## config.mk

```make
export PLATFORM = sky130hd
export DESIGN_NAME = eucd_queue
export DESIGN_NICKNAME = d
export VERILOG_FILES = /design/src/rtl/eucd_pkg.sv /design/src/rtl/eucd_queue.sv
export VERILOG_INCLUDE_DIRS = /design/src /design/src/rtl
export SDC_FILE = /design/constraint.sdc
export NUM_CORES = 1
export LEC_CHECK = 0
export BUFFER_PORTS_ARGS = -buffer_cell sky130_fd_sc_hd__buf_2
export CAP_MARGIN = 20
export CORE_ASPECT_RATIO = 1.75
export CORE_MARGIN = 10
export CORE_UTILIZATION = 45
export DETAILED_ROUTE_END_ITERATION = 8
export HOLD_SLACK_MARGIN = 0.08
export PLACE_DENSITY_LB_ADDON = 0.3
export SETUP_SLACK_MARGIN = 0.02
export SLEW_MARGIN = 20
export SYNTH_ARGS = -nofsm -noshare
export SYNTH_HDL_FRONTEND = slang
export SYNTH_SLANG_ARGS = --single-unit
```

## constraint.sdc

```tcl
create_clock -name clk -period 3.3 [get_ports clk]
set_input_delay 0.165 -clock clk [delete_from_list [all_inputs] [get_ports clk]]
set_output_delay 0.165 -clock clk [all_outputs]
set_load 0.02 [all_outputs]
```

## src/rtl/row_to_all_euclidean_distance_unit_macros.svh

```systemverilog
// Assertion macros shared by the distance unit RTL files.
// Each macro expects signals named clk and arst_n in the enclosing module.
`ifndef ROW_TO_ALL_EUCLIDEAN_DISTANCE_UNIT_MACROS_SVH
`define ROW_TO_ALL_EUCLIDEAN_DISTANCE_UNIT_MACROS_SVH

// Condition must never be true outside reset
`define EUCD_ASSERT_NEVER(lbl, cond, msg) \
	lbl: assert property (@(posedge clk) disable iff (!arst_n) !(cond)) else $error(msg);

// Antecedent implies consequent in the same cycle
`define EUCD_ASSERT_IMPL(lbl, ante, cons, msg) \
	lbl: assert property (@(posedge clk) disable iff (!arst_n) (ante) |-> (cons)) else $error(msg);

// Antecedent implies consequent in the next cycle
`define EUCD_ASSERT_NEXT(lbl, ante, cons, msg) \
	lbl: assert property (@(posedge clk) disable iff (!arst_n) (ante) |=> (cons)) else $error(msg);

`endif

```

## src/rtl/eucd_pkg.sv

```systemverilog
// Shared constants, payload types and inter-module structs of the distance unit.
// No dependencies; the top, front, queue and back end files import this package.
package eucd_pkg;

	// Store geometry
	localparam int MAX_ROWS = 64;
	localparam int MAX_COLS = 16;
	localparam int DEPTH    = MAX_ROWS * MAX_COLS;
	localparam int ADDR_W   = $clog2(DEPTH);

	// Field widths
	localparam int ROW_W     = 6;
	localparam int COL_W     = 4;
	localparam int VAL_W     = 16;
	localparam int DIST_W    = 18;
	localparam int NROW_W    = 7;
	localparam int NCOL_W    = 5;
	localparam int CFG_W     = 7;
	localparam int CFG_IDX_W = 2;

	// Register indexes
	localparam logic [CFG_IDX_W-1:0] CFG_REF_ROW   = 2'd0;
	localparam logic [CFG_IDX_W-1:0] CFG_ROWS_USED = 2'd1;
	localparam logic [CFG_IDX_W-1:0] CFG_COLS_USED = 2'd2;

	// Register reset values
	localparam logic [ROW_W-1:0]  REF_ROW_RST   = '0;
	localparam logic [NROW_W-1:0] ROWS_USED_RST = 7'd64;
	localparam logic [NCOL_W-1:0] COLS_USED_RST = 5'd16;

	// Arithmetic widths: difference 17 bits, square below 2^32
	localparam int DIFF_W = VAL_W + 1;
	localparam int SQ_W   = 32;
	localparam int SUM_W  = SQ_W + $clog2(MAX_COLS);
	localparam int ROOT_W = (SUM_W + 1) / 2;
	localparam int RAD_W  = 2 * ROOT_W;
	localparam int REM_W  = ROOT_W + 2;
	localparam int STEP_W = $clog2(ROOT_W);
	localparam logic [DIST_W-1:0] DIST_MAX = '1;

	// Reference row buffer: columns in use never exceed the column register range
	localparam int NCOL_MAX = (MAX_COLS < 31) ? MAX_COLS : 31;
	localparam int REF_IW   = (NCOL_MAX > 1) ? $clog2(NCOL_MAX) : 1;

	// Row-sum queue between front and back
	localparam int Q_DEPTH = 2;
	localparam int QPTR_W  = $clog2(Q_DEPTH);
	localparam int QCNT_W  = $clog2(Q_DEPTH + 1);

	typedef struct packed {
		logic [ROW_W-1:0]        elem_row;
		logic [COL_W-1:0]        elem_col;
		logic signed [VAL_W-1:0] elem_value;
		logic                    load_done;
	} elem_t;

	typedef struct packed {
		logic [ROW_W-1:0]  out_row;
		logic [DIST_W-1:0] distance;
		logic              last_of_run;
	} result_t;

	// One finished sum of squares, front to back
	typedef struct packed {
		logic [ROW_W-1:0] row;
		logic [SUM_W-1:0] sum;
		logic             last;
	} row_sum_t;

	// Run settings, saturated, handed to the front at run start
	typedef struct packed {
		logic [ROW_W-1:0]  ref_row;
		logic              ref_ok;
		logic [NROW_W-1:0] nrows;
		logic [NCOL_W-1:0] ncols;
	} run_cfg_t;

	// Queue status seen by both sides
	typedef struct packed {
		logic [QCNT_W-1:0] count;
		logic              full;
		logic              empty;
	} queue_stat_t;

endpackage

```

## src/rtl/eucd_queue.sv

```systemverilog
// Short queue of row sums between the front and the square-root back end.
// Depends on eucd_pkg and the assertion macro header.
`include "row_to_all_euclidean_distance_unit_macros.svh"

module eucd_queue import eucd_pkg::*; (
	input  logic        clk,
	input  logic        arst_n,
	input  logic        push,
	input  row_sum_t    push_data,
	input  logic        pop,
	output row_sum_t    pop_data,
	output queue_stat_t stat
);

	row_sum_t          slot_q [Q_DEPTH];
	logic [QPTR_W-1:0] wptr_q, rptr_q;
	logic [QCNT_W-1:0] count_q;

	// Store transfers into the queue
	always_ff @(posedge clk) begin
		if (push) begin
			slot_q[wptr_q] <= push_data;
		end
	end

	// Advance pointers and count
	always_ff @(posedge clk or negedge arst_n) begin
		if (!arst_n) begin
			wptr_q  <= '0;
			rptr_q  <= '0;
			count_q <= '0;
		end else begin
			if (push) begin
				wptr_q <= (int'(wptr_q) == Q_DEPTH - 1) ? '0 : wptr_q + QPTR_W'(1);
			end
			if (pop) begin
				rptr_q <= (int'(rptr_q) == Q_DEPTH - 1) ? '0 : rptr_q + QPTR_W'(1);
			end
			count_q <= count_q + {{(QCNT_W - 1){1'b0}}, push} - {{(QCNT_W - 1){1'b0}}, pop};
		end
	end

	assign pop_data   = slot_q[rptr_q];
	assign stat.count = count_q;
	assign stat.full  = (count_q == QCNT_W'(Q_DEPTH));
	assign stat.empty = (count_q == '0);

	`EUCD_ASSERT_NEVER(a_no_overflow, push && stat.full && !pop,
		"queue: transfer into a full queue")
	`EUCD_ASSERT_NEVER(a_no_underflow, pop && stat.empty,
		"queue: pop from an empty queue")

endmodule

```

==> flow_summary_export.csv <==
group,metric,value,unit
outcome,status,"completed",
clocking,clk_pin_slew_worst_paths,60,ps
clocking,clockRootBuffer,"clkbuf_16",
clocking,insertion_delay,330,ps
placed_design,dpl.hpwl,4.482,mm
finish,stdcell_area,4758,µm²
floorplanning,die_area,11850,µm²
routing,drt-initial-drc-count,115,
routing,vias,1833,
logic_synthesis,syn-num-nets,198,
power_and_ir_drop,peakVddDrop,0.4937,mV
floorplanning,rows,42,
logic_synthesis,synth_xor_area_share,1.179,%
logic_synthesis,ys_seq_area_share,76.63,%
clocking,cts.sinks,90,
logic_synthesis,synth_compound_area_share,0,%
sta,maxSlewHeadroom,46.00,%
finish,n_antenna_cell,0,
floorplanning,dieWidth,86.68,µm
placed_design,place_area,4018,µm²
sta,maxSlewViolCount,0,
sta,tightest_slew,808.3,ps
logic_synthesis,synth_area,3501,µm²
worst_setup_path,crit_slowest_cell,"dfrtp_2",
worst_setup_path,timing.rr.start,"wptr_q",
placed_design,dp_cells,328,
finish,drive_above_1_share,50.66,%
worst_setup_path,worstPathArrival,1860,ps
routing,wl_per_cell,17.11,µm
logic_synthesis,synth.distinct_cells,13,
floorplanning,die_h,136.7,µm
sta,period_needed,2025,ps
worst_setup_path,crit_start,"rptr_q",
floorplanning,start_util,46.26,%
worst_setup_path,critPathCaptureType,"primary output",
run,cap_violations,0,
routing,drc_errors,0,
grt,grt_first_pass_wirelength,10.84,mm
grt,grt_pass1_vias,2076,
placed_design,place_ws,1467,ps
placed_design,portBuffers,93,
routing,antenna_left,0,
grt,globalRouteOverflowTotal,0,
logic_synthesis,synth_top_family_by_area,"multiplexers",
logic_synthesis,synthCells,149,
sta,period_share,61.38,%
clocking,cts_tree,"built",
sta,grt_setup_unrepaired,"no",
sta,skew,4.311,ps
worst_setup_path,r2r_end,"slot_q[0][33]",
finish,fin_nets,346,
sta,hold_violations,0,
power_and_ir_drop,power_density,833.6,nW/µm²
clocking,cts_max_path_buffers,2,
sta,max_freq,0.4937,GHz
power_and_ir_drop,p_leak,0.001965,µW
worst_setup_path,cp-start-kind,"flip-flop",
grt,grt_max_degree,44,
clocking,cts_setup_buffers,0,
routing,dr.pass1.iters,4,
clocking,htree_levels,3,
routing,routed_wirelength,6.672,mm
worst_setup_path,path_cells,"buf_4, mux2_4, buf_2",
sta,setup_viol,0,
clocking,cts_made_buffers,9,
logic_synthesis,ys_seq_elements,90,
logic_synthesis,avgSynthCellArea,23.50,µm²
worst_hold_path,min_path_type,"input port to async pin",
worst_setup_path,max_stage_delay,640,ps
finish,mostFrequentLayoutCells,"93 x buf_2, 86 x edfxtp_1, 46 x dlygate4sd3_1",
sta,setup_ws,1275,ps
worst_setup_path,r2r_slack,1500,ps
finish,final_common_cell,"buf_2",
worst_setup_path,reg2reg_depth,2,
finish,fillers,556,
grt,grt_antenna_before_repair,0,
floorplanning,ios,94,
logic_synthesis,yosys.area_share.simple,0.6433,%
worst_setup_path,worstSetupPathType,"flip-flop to primary output",
logic_synthesis,synth-adder-area-share,0.7148,%
finish,fin_cells,390,
floorplanning,core,7567,µm²
placed_design,place.gp.congestion,0.6993,
logic_synthesis,synth_warnings,0,
worst_setup_path,critical_path_required,3130,ps
finish,area_growth,35.92,%
sta,tns,0,ps
logic_synthesis,synthMuxAreaShare,18.01,%
worst_setup_path,critPathMaxFanout,16,
grt,grt_use_total,12.15,%
routing,routed_via_density,4.700,
-- metrics by stage --
step                      power (µW)  utilization [%]  hold WS (ps)
after floorplan                 2722                -        -130.6
after CTS                       4034            62.86         148.8
final                           3966            62.88         163.2
after global placement          3011            53.09        -24.48
after detailed placement        3032            53.09        -20.88
after global routing            4163            62.88         171.1
-- logic make-up after synthesis --
| kind of cell | after synthesis |
|---|---|
| DFF | 90 |
| muxes | 43 |
| buffers and inverters | 7 |
| and+or+nand+nor | 4 |
| xor gates and xnor gates | 3 |
| adders and majority gates | 2 |
-- routing by layer --
layer	up-vias	wire length [µm]	track usage, %
li1	880	-	-
met3	15	432	4.702
met4	0	209	7.505
met5	-	0	0
met1	883	2114	11.02
met2	55	3916	21.75
-- repair_timing --
| item | 4_1_cts | 5_1_grt |
|---|---|---|
| hold buffers | 46 | 0 |
| resized for setup | 0 | 0 |
| hold endpoints to repair | 92 | 0 |
-- cells in the mapped netlist --
cell type   n  share of area [%]
xor2_1      2               0.50
nor2_1      1               0.11
ha_1        2               0.71
edfxtp_1   86                 74
xor3_1      1               0.68
mux2_2      4                1.3
and2_1      1               0.18
buf_12      4                2.3
inv_1       2               0.21
nor2b_1     2               0.36
mux2_4     39                 17
dfrtp_1     4                2.9
buf_6       1               0.32
-- how the worst max path moves through the flow --
stage,endpoint,slack (ps),cells past startpoint
4_1_cts,pop_data[1],1230,3
5_1_grt,pop_data[16],1180,3
2_1_floorplan,slot_q[0][0],530,1
3_3_place_gp,slot_q[0][33],1510,2
6_report,pop_data[16],1270,3
3_5_place_dp,slot_q[0][33],1470,2
-- power breakdown --
group          internal, µW  switching, µW  leakage (µW)
logic                   643            739      0.000976
registers              1520            111      0.000853
clock network           580            369      0.000136
-- flip-flops by register name (all words and copies together) (netlist names) --
name,count
count_q,2
rptr_q,1
slot_q,86
wptr_q,1
-- worst max-delay path: cells and delay by family, from the launching register on --
kind / cells / cell delay, ps
flops: 1 / 640
buf+inv: 2 / 530
mux: 1 / 340
-- layout make-up --
class | count | area (µm²) | area share, %
multi-input combinational | 52 | 729.5 | 15.33
clock inverter | 4 | 42.54 | 0.8940
clock buffer | 12 | 236.5 | 4.970
tap | 88 | 110.1 | 2.314
inverter | 2 | 7.507 | 0.1578
timing repair buffer | 142 | 948.4 | 19.93
sequential | 90 | 2684 | 56.40
Note: power is estimated with default switching activity, not from simulation.
