==> src/rtl/row_to_all_euclidean_distance_unit_macros.svh <==
// Assertion macros shared by the distance unit RTL files.
// Each macro expects signals named clk and arst_n in the enclosing module.
`ifndef ROW_TO_ALL_EUCLIDEAN_DISTANCE_UNIT_MACROS_SVH
`define ROW_TO_ALL_EUCLIDEAN_DISTANCE_UNIT_MACROS_SVH

// Condition must never be true outside reset
`define EUCD_ASSERT_NEVER(lbl, cond, msg) \
	lbl: assert property (@(posedge clk) disable iff (!arst_n) !(cond)) else $error(msg);

// Antecedent implies consequent in the same cycle
`define EUCD_ASSERT_IMPL(lbl, ante, cons, msg) \
	lbl: assert property (@(posedge clk) disable iff (!arst_n) (ante) |-> (cons)) else $error(msg);

// Antecedent implies consequent in the next cycle
`define EUCD_ASSERT_NEXT(lbl, ante, cons, msg) \
	lbl: assert property (@(posedge clk) disable iff (!arst_n) (ante) |=> (cons)) else $error(msg);

`endif

==> src/rtl/eucd_pkg.sv <==
// Shared constants, payload types and inter-module structs of the distance unit.
// No dependencies; the top, front, queue and back end files import this package.
package eucd_pkg;

	// Store geometry
	localparam int MAX_ROWS = 64;
	localparam int MAX_COLS = 16;
	localparam int DEPTH    = MAX_ROWS * MAX_COLS;
	localparam int ADDR_W   = $clog2(DEPTH);

	// Field widths
	localparam int ROW_W     = 6;
	localparam int COL_W     = 4;
	localparam int VAL_W     = 16;
	localparam int DIST_W    = 18;
	localparam int NROW_W    = 7;
	localparam int NCOL_W    = 5;
	localparam int CFG_W     = 7;
	localparam int CFG_IDX_W = 2;

	// Register indexes
	localparam logic [CFG_IDX_W-1:0] CFG_REF_ROW   = 2'd0;
	localparam logic [CFG_IDX_W-1:0] CFG_ROWS_USED = 2'd1;
	localparam logic [CFG_IDX_W-1:0] CFG_COLS_USED = 2'd2;

	// Register reset values
	localparam logic [ROW_W-1:0]  REF_ROW_RST   = '0;
	localparam logic [NROW_W-1:0] ROWS_USED_RST = 7'd64;
	localparam logic [NCOL_W-1:0] COLS_USED_RST = 5'd16;

	// Arithmetic widths: difference 17 bits, square below 2^32
	localparam int DIFF_W = VAL_W + 1;
	localparam int SQ_W   = 32;
	localparam int SUM_W  = SQ_W + $clog2(MAX_COLS);
	localparam int ROOT_W = (SUM_W + 1) / 2;
	localparam int RAD_W  = 2 * ROOT_W;
	localparam int REM_W  = ROOT_W + 2;
	localparam int STEP_W = $clog2(ROOT_W);
	localparam logic [DIST_W-1:0] DIST_MAX = '1;

	// Reference row buffer: columns in use never exceed the column register range
	localparam int NCOL_MAX = (MAX_COLS < 31) ? MAX_COLS : 31;
	localparam int REF_IW   = (NCOL_MAX > 1) ? $clog2(NCOL_MAX) : 1;

	// Row-sum queue between front and back
	localparam int Q_DEPTH = 2;
	localparam int QPTR_W  = $clog2(Q_DEPTH);
	localparam int QCNT_W  = $clog2(Q_DEPTH + 1);

	typedef struct packed {
		logic [ROW_W-1:0]        elem_row;
		logic [COL_W-1:0]        elem_col;
		logic signed [VAL_W-1:0] elem_value;
		logic                    load_done;
	} elem_t;

	typedef struct packed {
		logic [ROW_W-1:0]  out_row;
		logic [DIST_W-1:0] distance;
		logic              last_of_run;
	} result_t;

	// One finished sum of squares, front to back
	typedef struct packed {
		logic [ROW_W-1:0] row;
		logic [SUM_W-1:0] sum;
		logic             last;
	} row_sum_t;

	// Run settings, saturated, handed to the front at run start
	typedef struct packed {
		logic [ROW_W-1:0]  ref_row;
		logic              ref_ok;
		logic [NROW_W-1:0] nrows;
		logic [NCOL_W-1:0] ncols;
	} run_cfg_t;

	// Queue status seen by both sides
	typedef struct packed {
		logic [QCNT_W-1:0] count;
		logic              full;
		logic              empty;
	} queue_stat_t;

endpackage

==> src/rtl/eucd_front.sv <==
// Front of the distance unit: reads the reference row and each row from the store,
// squares column differences and accumulates one sum per row into the queue.
// Depends on eucd_pkg and the assertion macro header.
`include "row_to_all_euclidean_distance_unit_macros.svh"

module eucd_front import eucd_pkg::*; (
	input  logic              clk,
	input  logic              arst_n,
	input  logic              start_run,
	input  run_cfg_t          run_cfg,
	input  queue_stat_t       qstat,
	output logic [ADDR_W-1:0] ram_raddr,
	input  logic [VAL_W-1:0]  ram_rdata,
	output logic              push,
	output row_sum_t          push_data,
	output logic              active
);

	typedef enum logic [2:0] {
		F_IDLE = 3'b001,
		F_REF  = 3'b010,
		F_ROW  = 3'b100
	} front_state_t;

	front_state_t state_q;

	// Run settings latched at start
	logic [ROW_W-1:0]  ref_q;
	logic              ref_ok_q;
	logic [NROW_W-1:0] nrows_q;
	logic [NCOL_W-1:0] last_col_q;
	logic              zero_cols_q;

	logic [NCOL_W-1:0] col_q;
	logic [ROW_W-1:0]  row_q;
	logic [1:0]        pend_q;

	logic [VAL_W-1:0]  ref_buf_q [NCOL_MAX];

	// Read tag, stage 1 (data from store valid)
	logic              v_s1, rf_s1;
	logic [NCOL_W-1:0] col_s1;
	logic              first_s1, last_s1, mask_s1, lrow_s1;
	logic [ROW_W-1:0]  row_s1;

	// Square, stage 2
	logic              v_s2, first_s2, last_s2, lrow_s2;
	logic [ROW_W-1:0]  row_s2;
	logic [SQ_W-1:0]   sq_s2;
	logic [SUM_W-1:0]  acc_q;

	logic              credit_ok;
	logic              issue;
	logic              row_start;
	logic              col_last;
	logic              row_last;
	logic [ROW_W-1:0]  rd_row;
	logic [VAL_W-1:0]  ref_val;
	logic signed [DIFF_W-1:0]   diff;
	logic signed [2*DIFF_W-1:0] sq_full;
	logic [SUM_W-1:0]  sum;

	// Issue control: a new row needs a free queue slot counting rows in flight
	assign credit_ok = ({1'b0, qstat.count} + {{(QCNT_W - 1){1'b0}}, pend_q})
		< (QCNT_W + 1)'(Q_DEPTH);
	assign col_last  = (col_q == last_col_q);
	assign row_last  = ({1'b0, row_q} == (nrows_q - NROW_W'(1)));
	assign issue     = (state_q == F_REF) ||
		((state_q == F_ROW) && ((col_q != '0) || credit_ok));
	assign row_start = issue && (state_q == F_ROW) && (col_q == '0);
	assign rd_row    = (state_q == F_REF) ? ref_q : row_q;
	assign ram_raddr = ADDR_W'(int'(rd_row) * MAX_COLS + int'(col_q));

	// Sequencer
	always_ff @(posedge clk or negedge arst_n) begin
		if (!arst_n) begin
			state_q <= F_IDLE;
			col_q   <= '0;
			row_q   <= '0;
		end else begin
			unique case (state_q)
				F_IDLE: begin
					col_q <= '0;
					row_q <= '0;
					if (start_run && (run_cfg.nrows != '0)) begin
						state_q <= F_REF;
					end
				end
				F_REF: begin
					if (col_last) begin
						col_q   <= '0;
						state_q <= F_ROW;
					end else begin
						col_q <= col_q + NCOL_W'(1);
					end
				end
				F_ROW: begin
					if (issue) begin
						if (col_last) begin
							col_q <= '0;
							if (row_last) begin
								state_q <= F_IDLE;
							end else begin
								row_q <= row_q + ROW_W'(1);
							end
						end else begin
							col_q <= col_q + NCOL_W'(1);
						end
					end
				end
				default: begin
					state_q <= F_IDLE;
				end
			endcase
		end
	end

	// Latch run settings; zero columns still run one masked read per row
	always_ff @(posedge clk) begin
		if ((state_q == F_IDLE) && start_run) begin
			ref_q       <= run_cfg.ref_row;
			ref_ok_q    <= run_cfg.ref_ok;
			nrows_q     <= run_cfg.nrows;
			zero_cols_q <= (run_cfg.ncols == '0);
			last_col_q  <= (run_cfg.ncols == '0) ? '0 : (run_cfg.ncols - NCOL_W'(1));
		end
	end

	// Rows started but not yet pushed
	always_ff @(posedge clk or negedge arst_n) begin
		if (!arst_n) begin
			pend_q <= '0;
		end else begin
			pend_q <= pend_q + {1'b0, row_start} - {1'b0, push};
		end
	end

	// Stage 1 tag control
	always_ff @(posedge clk or negedge arst_n) begin
		if (!arst_n) begin
			v_s1  <= 1'b0;
			rf_s1 <= 1'b0;
			v_s2  <= 1'b0;
		end else begin
			v_s1  <= issue && (state_q == F_ROW);
			rf_s1 <= (state_q == F_REF);
			v_s2  <= v_s1;
		end
	end

	// Stage 1 tag payload
	always_ff @(posedge clk) begin
		col_s1   <= col_q;
		first_s1 <= (col_q == '0);
		last_s1  <= col_last;
		mask_s1  <= zero_cols_q;
		row_s1   <= row_q;
		lrow_s1  <= row_last;
	end

	// Difference against the buffered reference and square
	assign ref_val = ref_buf_q[col_s1[REF_IW-1:0]];
	assign diff    = DIFF_W'(signed'(ram_rdata)) - DIFF_W'(signed'(ref_val));
	assign sq_full = diff * diff;

	// Capture reference entries; out-of-store reference reads as zero
	always_ff @(posedge clk) begin
		if (rf_s1) begin
			ref_buf_q[col_s1[REF_IW-1:0]] <= ref_ok_q ? ram_rdata : '0;
		end
	end

	// Stage 2 payload
	always_ff @(posedge clk) begin
		sq_s2    <= mask_s1 ? '0 : sq_full[SQ_W-1:0];
		first_s2 <= first_s1;
		last_s2  <= last_s1;
		row_s2   <= row_s1;
		lrow_s2  <= lrow_s1;
	end

	// Accumulate across columns, push on the last column of a row
	assign sum = (first_s2 ? '0 : acc_q) + SUM_W'(sq_s2);

	always_ff @(posedge clk) begin
		if (v_s2) begin
			acc_q <= sum;
		end
	end

	assign push           = v_s2 && last_s2;
	assign push_data.row  = row_s2;
	assign push_data.sum  = sum;
	assign push_data.last = lrow_s2;
	assign active         = (state_q != F_IDLE) || (pend_q != '0);

	`EUCD_ASSERT_NEVER(a_credit_bound,
		({1'b0, qstat.count} + {{(QCNT_W - 1){1'b0}}, pend_q}) > (QCNT_W + 1)'(Q_DEPTH),
		"front: rows in flight exceed queue space")
	`EUCD_ASSERT_IMPL(a_push_has_pending, push, pend_q != '0,
		"front: row pushed without being started")

endmodule

==> config.mk <==
export PLATFORM = sky130hd
export DESIGN_NAME = eucd_front
export DESIGN_NICKNAME = d
export VERILOG_FILES = /design/src/rtl/eucd_pkg.sv /design/src/rtl/eucd_front.sv
export VERILOG_INCLUDE_DIRS = /design/src /design/src/rtl
export SDC_FILE = /design/constraint.sdc
export NUM_CORES = 1
export LEC_CHECK = 0
export BUFFER_PORTS_ARGS = -buffer_cell sky130_fd_sc_hd__buf_2
export CORE_AREA = 3 3 218 220
export DETAILED_ROUTE_END_ITERATION = 8
export DIE_AREA = 0 0 221 223
export GPL_ROUTABILITY_DRIVEN = 0
export MAX_ROUTING_LAYER = met4
export PLACE_DENSITY = 0.8
export REMOVE_ABC_BUFFERS = 1
export SETUP_SLACK_MARGIN = 0.1
export SLEW_MARGIN = 20
export SYNTH_ARGS = -nofsm -noshare
export SYNTH_HDL_FRONTEND = slang
export SYNTH_SLANG_ARGS = --single-unit
==> constraint.sdc <==
create_clock -name clk -period 10 [get_ports clk]
set_input_delay 2 -clock clk [delete_from_list [all_inputs] [get_ports clk]]
set_output_delay 2 -clock clk [all_outputs]
set_load 0.01 [all_outputs]
==> results.md, run 1 <==
* Yosys reg bits at 385
* Core ar. at 45480 µm²
* CTS tree: built
* Hold path startpoint: row_s1[2]$_DFF_P_
* Hold_ws at between 300 and 400 ps
* Area contributors post-synth: edfxtp_1 (36%), fa_1 (20%), mux4_2 (6.9%)
* Fin crit share at between 90% and 100%
* Reg2Reg Setup Slack at approximately 510 ps
* First-pass GRT wire length at around 100 mm
* Stages on worst setup path at 32
* Async SR Flop Fraction at around 4.9%
* Status: completed
* Io pins at 97
* Largest net degree at the start of global routing at 40
* Routed wire length at 60.25 mm
* Die outline height at about 220 µm
* Num CTS Buffers at 40
* Initial Utilization at 57.39%
* Gr ovfl total at 0
* Register area share after synthesis at a little over two fifths
* Final setup fails at 0
* Hold Vio Cnt, Final at 0
* Final non-filler cell area at approximately 29000 µm²
* Util after Layout at between 60 and 70%
* Final WS setup at between 500 and 600 ps
* Most frequent cell on the critical path: fa_1
* Syn Std Cell Area at between 20000 and 30000 µm²
* PortBufs at 94
* Area after DPL at 27750 µm²
* Pre-antenna DRT Iters at 6
* Max Buffers Root-to-Sink at 3
* Via density at just under 6
* Number of clock sinks seen by CTS at slightly below 400
* Reg2Reg Launch Point: col_s1[0]$_DFF_P_
* Crit-path max FO at 10
* Top_reg_cell synth: edfxtp_1
* Max-Slew Margin vs Limit at 23.93%
* Dominant cell by count in the synthesized netlist: inv_1
* H-tree Lvls at 2
* Top layer in use: met4
* CP delay by family, top: adder cells
* Hold_buf cts at 0
* Mean Syn Cell Area at 12.26 µm²
* Pre-CTS WS at -238.9 ps
* R2R depth at 32
* Hold EP: row_s2[2]$_DFF_P_
* Met3 wire length at 4.833 mm
* Buf/Inv on CP at 7
* CTS root buffer: clkbuf_16
* Crit Path Class: reg -> reg
* Arrival @ worst endpoint at between 9000 and 10000 ps
* Fin. max-slew vios at 0
* Vias in the first global route at between 15000 and 20000
* Hold depth at 0
* Synth top area share at 35.89%
* Via count at ~17000
* Initial antenna violation count at 1
* Worst endpoint required time at around 10000 ps
* Fillers at ~3300
* Min-delay worst type: reg -> reg
* Cells after synthesis at 2129
* Number of distinct library cells after synthesis at between 70 and 80
* Num rows at 78
* Horiz. Die Dim at between 200 and 250 µm
* Metal2 WL at about 31 mm
* RSZ-0062 raised after global routing: false
* Yosys top cell by area: edfxtp_1
* Layout cells sized above 1 at approximately 16%
* Highest Clock Rate at approximately 110 MHz
* CP max stage cell: fa_1
* Post-route ant nets at 0
* Overall Global Routing Usage at approximately a quarter
* Clk_skew at about 17 ps
* Critical Path Max Stage Delay at around 560 ps
* Routed metal-1 wire length at between 20 and 25 mm
* Initial DRC Count at about 1600
* Final Critical Period at 9493 ps
* Top cells by count, synth: inv_1 (364), edfxtp_1 (312), fa_1 (259)
* Total Die Area at between 40000 and 50000 µm²
* Wirelength per Cell at a little over 20 µm
* Final HPWL DP at 42.50 mm
* Yosys warnings at 0
* Clock Latency Late Sink at between 500 and 600 ps
* Critical Path End Type: flop
* Area delta synth->final at 12.15%
* Max-Cap Viols at 0
* Worst Setup Start Kind: flop
* Clock-pin slew on the worst setup and hold paths at about 60 ps
* Final nets at between 2000 and 3000
* Worst-Margin Slew at 1135 ps
* Worst R2R End: sq_s2[30]$_SDFF_PP0_
* Post-synth EDFFs at roughly 310
* DRC at 0
[worst max-delay path by stage]
stage / from / end / slack [ps]
2_1_floorplan: col_s1[0]$_DFF_P_ / sq_s2[31]$_SDFF_PP0_ / -2130
3_3_place_gp: ram_rdata[0] / sq_s2[31]$_SDFF_PP0_ / 20
3_5_place_dp: ram_rdata[0] / sq_s2[31]$_SDFF_PP0_ / -240
4_1_cts: col_s1[1]$_DFF_P_ / sq_s2[31]$_SDFF_PP0_ / 100
5_1_grt: col_s1[0]$_DFF_P_ / sq_s2[31]$_SDFF_PP0_ / 40
6_report: col_s1[0]$_DFF_P_ / sq_s2[30]$_SDFF_PP0_ / 510
[metrics by stage]
step / cells / setup TNS [ps]
global route: 2929 / 0
CTS: 2920 / 0
detailed placement: 2846 / -238.9
floorplan: 2064 / -22310
finish: 2929 / 0
global placement: 2846 / 0
[what timing repair did]
item,4_1_cts,5_1_grt
setup buffers,1,8
endpoints found under the setup margin,1,9
pin swaps,0,2
resized for setup,0,14
[area by class of cell]
cell class / count / area [µm²] / area share, %
clock inverter: 18 / 265.3 / 0.9062
antenna: 1 / 2.502 / 0.008549
multi-input combinational: 1310 / 13570 / 46.37
clock buffer: 55 / 1117 / 3.817
inverter: 369 / 1389 / 4.745
sequential: 385 / 10930 / 37.35
tap: 600 / 750.7 / 2.565
timing repair buffer: 191 / 1240 / 4.236
[logic make-up after synthesis]
family	count (synthesis)	synth area share, %
simple gates	501	9.189
xor+xnor	93	3.202
buf+inv	434	6.342
flops	385	41.86
mux	93	7.440
compound gates	230	5.676
fa+ha+maj	393	26.29
[metal layers]
layer / track usage, % / vias to the layer above
met2: 44.11 / 816
li1: - / 7506
met5: - / -
met1: 31.07 / 8570
met3: 4.632 / 225
met4: 10.99 / 0
[registers in the layout, summed over array words and instances (netlist names), 2 cells and up]
register,cells
ref_buf_q,256
acc_q,36
sq_s2,31
nrows_q,7
ref_q,6
row_q,6
row_s1,6
row_s2,6
col_q,5
last_col_q,5
col_s1,4
state_q,3
pend_q,2
[cells in the final DEF (no fill, tap or decap), types with 6 or more instances in the layout]
cell and n:
inv_1 363, xor2_1 31, edfxtp_1 312, o21a_1 15, or2_2 6, clkbuf_8 6, nor2b_1 50, dfrtp_1 18
nand3_1 24, nand2b_1 17, nor2_1 158, o21bai_1 7, a21o_1 16, buf_2 94, xnor2_1 59, clkbuf_1 9
o31ai_1 11, fa_1 259, nor3_1 26, and2_1 39, clkbuf_16 40, nand2_1 130, clkinv_1 7, mux4_2 80
ha_1 134, o21ai_0 52, mux2_2 6, a21oi_1 67, buf_4 93, a211oi_1 8, dfxtp_1 52, or3_1 11
or4_1 6, a31oi_1 7, o211ai_1 7
Power of run 1 is not shown: default switching activity piles up to over one toggle a cycle in this logic, so the estimate is an artifact.
==> run 2: changes to the inputs <==
CORE_AREA = 2 2 155 308   (was 3 3 218 220)
DIE_AREA = 0 0 157 310   (was 0 0 221 223)
PLACE_DENSITY = 0.79   (was 0.8)
==> run 2 against run 1 <==
Routed wire length decreased by 3.2%. Highest routed layer unchanged. Register-to-register slack improved by 100 ps. Design area decreased by 0.62%. Maximum frequency increased by 1.1%. Core utilization decreased by 1.6 points. Global-route usage decreased by 0.22 points. Worst hold slack improved by 3.4 ps. Via count decreased by 1.9%. Critical path depth increased by 3. Sequential share of layout area increased by 0.23 points.
==> results.md, run 2 (synthesized netlist as in run 1, its figures left out) <==
* Via count at 16790 (-1.9%)
* Clock Latency Late Sink at 560 ps (about the same)
* First-pass GRT wire length at 93.12 mm (-5.7%)
* Post-route ant nets at 0 (unchanged)
* Area delta synth->final at 11.45%
* CTS root buffer: clkbuf_16
* PortBufs at 94 (unchanged)
* Final nets at 2733 (+0.037%)
* Gr ovfl total at 0 (unchanged)
* Via density at 5.688 (-2.7%)
* Crit Path Class: reg -> reg
* Pre-antenna DRT Iters at 6 (unchanged)
* Initial DRC Count at 1070 (-33%)
* Max-Slew Margin vs Limit at 27.93% (+4.0 points)
* Routed wire length at 58.34 mm (-3.2%)
* Hold_ws at 326.9 ps (+3.369 ps)
* Area occupied by multi-input gates at 13570 µm² (about the same)
* DP Cell Count at 2874 (+0.98%)
* Io pins at 97 (unchanged)
* Worst-Margin Slew at 1076 ps (-58.39 ps)
* DRC at 0 (unchanged)
* Post-Layout Cell Count at 2952 (+0.79%)
* Clock-pin slew on the worst setup and hold paths at 60 ps (about the same)
* Final setup fails at 0 (unchanged)
* Critical Path Max Stage Delay at 550 ps (about the same)
* Worst Setup Start Kind: flop
* Num CTS Buffers at 36 (-10%)
* Highest Clock Rate at 106.5 MHz (+1.1%)
* Hold Vio Cnt, Final at 0 (unchanged)
* Die outline height at 310 µm (+39%)
* H-tree Lvls at 2 (unchanged)
* CP max stage cell: mux4_2
* Wirelength per Cell at 19.76 µm (-3.9%)
* Initial Utilization at 56.27% (-1.1 points)
* Max reg flops at 256 (unchanged)
* Fin crit share at 93.91% (-1.0 points)
* Vias in the first global route at 17800 (-4.8%)
* RSZ-0062 raised after global routing: false
* Initial antenna violation count at 0 (-1)
* Fin. max-slew vios at 0 (unchanged)
* Register area at 10930 µm² (unchanged)
* Layout cells sized above 1 at 15.66% (-0.32 points)
* Final Critical Period at 9391 ps (-102.2 ps)
* Total Die Area at 48670 µm² (-1.2%)
* Status: completed
* Min-delay worst type: reg -> reg
* Core ar. at 46380 µm² (+2.0%)
* Max-Cap Viols at 0 (unchanged)
* Final WS setup at 609.1 ps (+102.2 ps)
* Fillers at 3413 (+3.6%)
* Critical Path End Type: flop
* Final HPWL DP at 43.48 mm (+2.3%)
* Number of clock sinks seen by CTS at 385 (unchanged)
* Arrival @ worst endpoint at 9820 ps (-130 ps)
* Largest net degree at the start of global routing at 40 (unchanged)
* Area after DPL at 27810 µm² (+0.20%)
* Final non-filler cell area at 29090 µm² (-0.62%)
* Most common cell after layout, fill and taps aside: inv_1
* Worst endpoint required time at 10430 ps (-20 ps)
* Hold_buf cts at 0 (unchanged)
* Max Buffers Root-to-Sink at 3 (unchanged)
* Reg2Reg Setup Slack at 610 ps (+100 ps)
* Crit-path max FO at 14 (+4)
* Clk_skew at 12.57 ps (-4.840 ps)
* Pre-CTS WS at 6.404 ps (+245.3 ps)
* Overall Global Routing Usage at 25.83% (-0.22 points)
* Num rows at 112 (+44%)
* Horiz. Die Dim at 157 µm (-29%)
* CTS tree: built
* Most frequent cells in the layout: inv_1 (364), edfxtp_1 (312), fa_1 (259)
[run 2: changes by cell type in the layout (fill, tap and decap cells not counted), moves of 3 or more]
| cell | before | now |
|---|---|---|
| clkbuf_16 | 40 | 37 |
| clkinv_2 | 3 | 6 |
| clkinv_1 | 7 | 10 |
| clkbuf_8 | 6 | 0 |
| bufinv_16 | 5 | 2 |
| buf_4 | 93 | 98 |
[run 2: path summary, 6_finish.rpt]
path | depth (start not counted) | to | start
max in group asynchronous | 1 | state_q[0]$_DFFE_PN1P_ | arst_n
worst min-delay path | 0 | row_s2[3]$_DFF_P_ | row_s1[3]$_DFF_P_
worst max-delay path | 35 | sq_s2[31]$_SDFF_PP0_ | col_s1[0]$_DFF_P_
worst max register to register | 35 | sq_s2[31]$_SDFF_PP0_ | col_s1[0]$_DFF_P_
min in group asynchronous | 1 | row_q[3]$_DFFE_PN0P_ | arst_n
worst min register to register | 0 | row_s2[3]$_DFF_P_ | row_s1[3]$_DFF_P_
[run 2: worst max-delay path, delay by kind of cell (launching register included)]
kind / cells / cell delay (ps)
AO/OA/AOI/OAI: 10 / 1830
AND/OR/NAND/NOR: 4 / 740
buffers and inverters: 9 / 1110
multiplexers: 2 / 1040
flip-flops: 1 / 460
adder cells (fa/ha/maj): 8 / 3720
XOR/XNOR: 2 / 340
[run 2: routing by layer]
layer,part of all wire (%),GRT usage [%],up-vias
met2,52,44.23,657
met3,6.0,3.134,208
met5,0,-,-
met4,5.4,12.20,0
met1,37,30.34,8428
li1,-,-,7499
[run 2: stage by stage]
step / setup TNS, ps / utilization (%)
6_report: 0 / 62.72
3_5_place_dp: 0 / 59.95
2_1_floorplan: -22310 / -
4_1_cts: 0 / 62.41
3_3_place_gp: 0 / 59.95
5_1_grt: 0 / 62.71
[run 2: what timing repair did]
item	4_1_cts	5_1_grt
resized for setup	0	9
endpoints found under the setup margin	0	8
buffers inserted	0	13
hold endpoints to repair	0	0
[run 2: final cells by class]
type,instances,share of cell area [%]
tap,627,2.697
timing repair buffer,196,4.391
clock inverter,19,0.6323
sequential,385,37.59
inverter,369,4.761
antenna,1,0.008602
clock buffer,45,3.286
multi-input combinational,1310,46.64
Power of run 2 is left out for the same reason.
==> run 3: changes to the inputs <==
CORE_AREA = 2 2 152 303   (was 2 2 155 308)
DIE_AREA = 0 0 154 305   (was 0 0 157 310)
clock period = 9.85 ns   (was 10 ns; I/O delays follow)
==> run 3 against run 2 <==
First-iteration DRC count rose by 9.6%. Clock-buffer cell count increased by 2. Global-route usage rose by 0.77 points. Critical path depth fell by 1.
==> results.md, run 3 (synthesized netlist as in run 1, its figures left out) <==
* Max-Slew Margin vs Limit at 29.84% (+1.9 points)
* Wirelength per Cell at 20.03 µm (+1.3%)
* Die outline height at 305 µm (-1.6%)
* Final nets at 2759 (+0.95%)
* CTS root buffer: clkbuf_16
* CP max stage cell: fa_1
* First-pass GRT wire length at 94.53 mm (+1.5%)
* Number of clock sinks seen by CTS at 385 (unchanged)
* Most Crowded Layer GR: met2
* M1 GR Usage at 31.68% (+1.3 points)
* Hold depth at 0 (unchanged)
* Initial antenna violation count at 0 (unchanged)
* DRC at 0 (unchanged)
* Pre-antenna DRT Iters at 7 (+1)
* Util after Layout at 65.28% (+2.6 points)
* Max Buffers Root-to-Sink at 3 (unchanged)
* Largest net degree at the start of global routing at 45 (+13%)
* CP delay by family, top: adder cells
* Initial Utilization at 58.35% (+2.1 points)
* Most frequent cells in the layout: inv_1 (363), edfxtp_1 (312), fa_1 (259)
* Crit Path Class: reg -> reg
* Final HPWL DP at 42.92 mm (-1.3%)
* Fillers at 3164 (-7.3%)
* PortBufs at 94 (unchanged)
* Worst Setup Start Kind: flop
* Clock-pin slew on the worst setup and hold paths at 70 ps (about the same)
* Fin crit share at 95.46% (+1.6 points)
* Most common cell after layout, fill and taps aside: inv_1
* Arrival @ worst endpoint at 9830 ps (about the same)
* Final Critical Period at 9403 ps (+11.93 ps)
* Register area at 10940 µm² (about the same)
* Num rows at 110 (-1.8%)
* R2R depth at 34 (-2.9%)
* Io pins at 97 (unchanged)
* Gr ovfl total at 0 (unchanged)
* Hold Vio Cnt, Final at 0 (unchanged)
* Post-route ant nets at 0 (unchanged)
* Global-route track usage on met2 at 45.61% (+1.4 points)
* Area delta synth->final at 11.88%
* Num CTS Buffers at 34 (-5.6%)
* Final setup fails at 0 (unchanged)
* Status: completed
* Clk_skew at 10.48 ps (-2.092 ps)
* GR Layer Usage met3 at 3.654% (+0.52 points)
* Critical Path Max Stage Delay at 550 ps (about the same)
* RSZ-0062 raised after global routing: true
* Max reg flops at 256 (unchanged)
* Horiz. Die Dim at 154 µm (-1.9%)
* Max-Cap Viols at 0 (unchanged)
* Most frequent cell on the critical path: fa_1
* Fin. max-slew vios at 0 (unchanged)
* Total Die Area at 46970 µm² (-3.5%)
* Initial DRC Count at 1173 (+9.6%)
* CTS tree: built
* Min-delay worst type: reg -> reg
* Via count at 16850 (+0.35%)
* Area occupied by multi-input gates at 13570 µm² (about the same)
* Clock Latency Late Sink at 550 ps (about the same)
* Stages on worst setup path at 34 (-2.9%)
* Via density at 5.799 (+1.9%)
* Vias in the first global route at 18100 (+1.6%)
* Worst endpoint required time at 10280 ps (-150 ps)
* Buf/Inv on CP at 9 (unchanged)
* Overall Global Routing Usage at 26.60% (+0.77 points)
* Routed wire length at 58.20 mm (-0.24%)
* Worst-Margin Slew at 1048 ps (-27.94 ps)
* Highest Clock Rate at 106.4 MHz (-0.13%)
* H-tree Lvls at 2 (unchanged)
* Diode count at 0 (-1)
* Layout cells sized above 1 at 16.71% (+1.0 points)
* Crit-path max FO at 9 (-5)
* Critical Path End Type: flop
* Core ar. at 44730 µm² (-3.6%)
[run 3: layout make-up]
cell class	instances	area share [%]
clock inverters	11	0.4456
flip-flops and latches	385	37.45
well taps	560	2.399
clock buffers	47	3.261
inverters	369	4.743
multi-input cells	1310	46.47
repair buffers	224	5.236
[run 3: path summary, 6_finish.rpt]
path	startpoint	to	slack, ps
setup / recovery	col_s1[0]$_DFF_P_	sq_s2[30]$_SDFF_PP0_	450
hold / removal	last_s1$_DFF_P_	last_s2$_DFF_P_	320
setup reg to reg	col_s1[0]$_DFF_P_	sq_s2[30]$_SDFF_PP0_	450
hold reg to reg	last_s1$_DFF_P_	last_s2$_DFF_P_	320
max in group asynchronous	arst_n	state_q[0]$_DFFE_PN1P_	8140
min in group asynchronous	arst_n	state_q[1]$_DFFE_PN0P_	1370
[run 3: what timing repair did]
item                                    in CTS  in global routing
endpoints found under the setup margin       0                  8
buffers inserted                             0                  5
gates resized for setup                      0                 11
hold buffers                                 0                  0
hold endpoints to repair                     0                  0
[run 3: per-stage QoR]
stage                     setup slack, ps  cells  TNS [ps]  hold WS, ps  area, µm²
after floorplan                     -2275   2064    -25140        309.6      25830
after global placement             -104.9   2842    -154.7        311.6      27980
after detailed placement           -175.8   2842    -431.8        312.1      27980
after CTS                           154.0   2900         0        319.8      29070
after global routing                67.42   2906         0        334.9      29200
final                               447.2   2906         0        317.3      29200
[run 3: routing by layer]
layer | wire length [µm] | share of wire, % | vias to the layer above
met1 | 21110 | 36 | 8481
li1 | - | - | 7537
met5 | 0 | 0 | -
met2 | 30750 | 53 | 659
met4 | 2487 | 4.3 | 0
met3 | 3853 | 6.6 | 174
Power of run 3 is left out for the same reason.
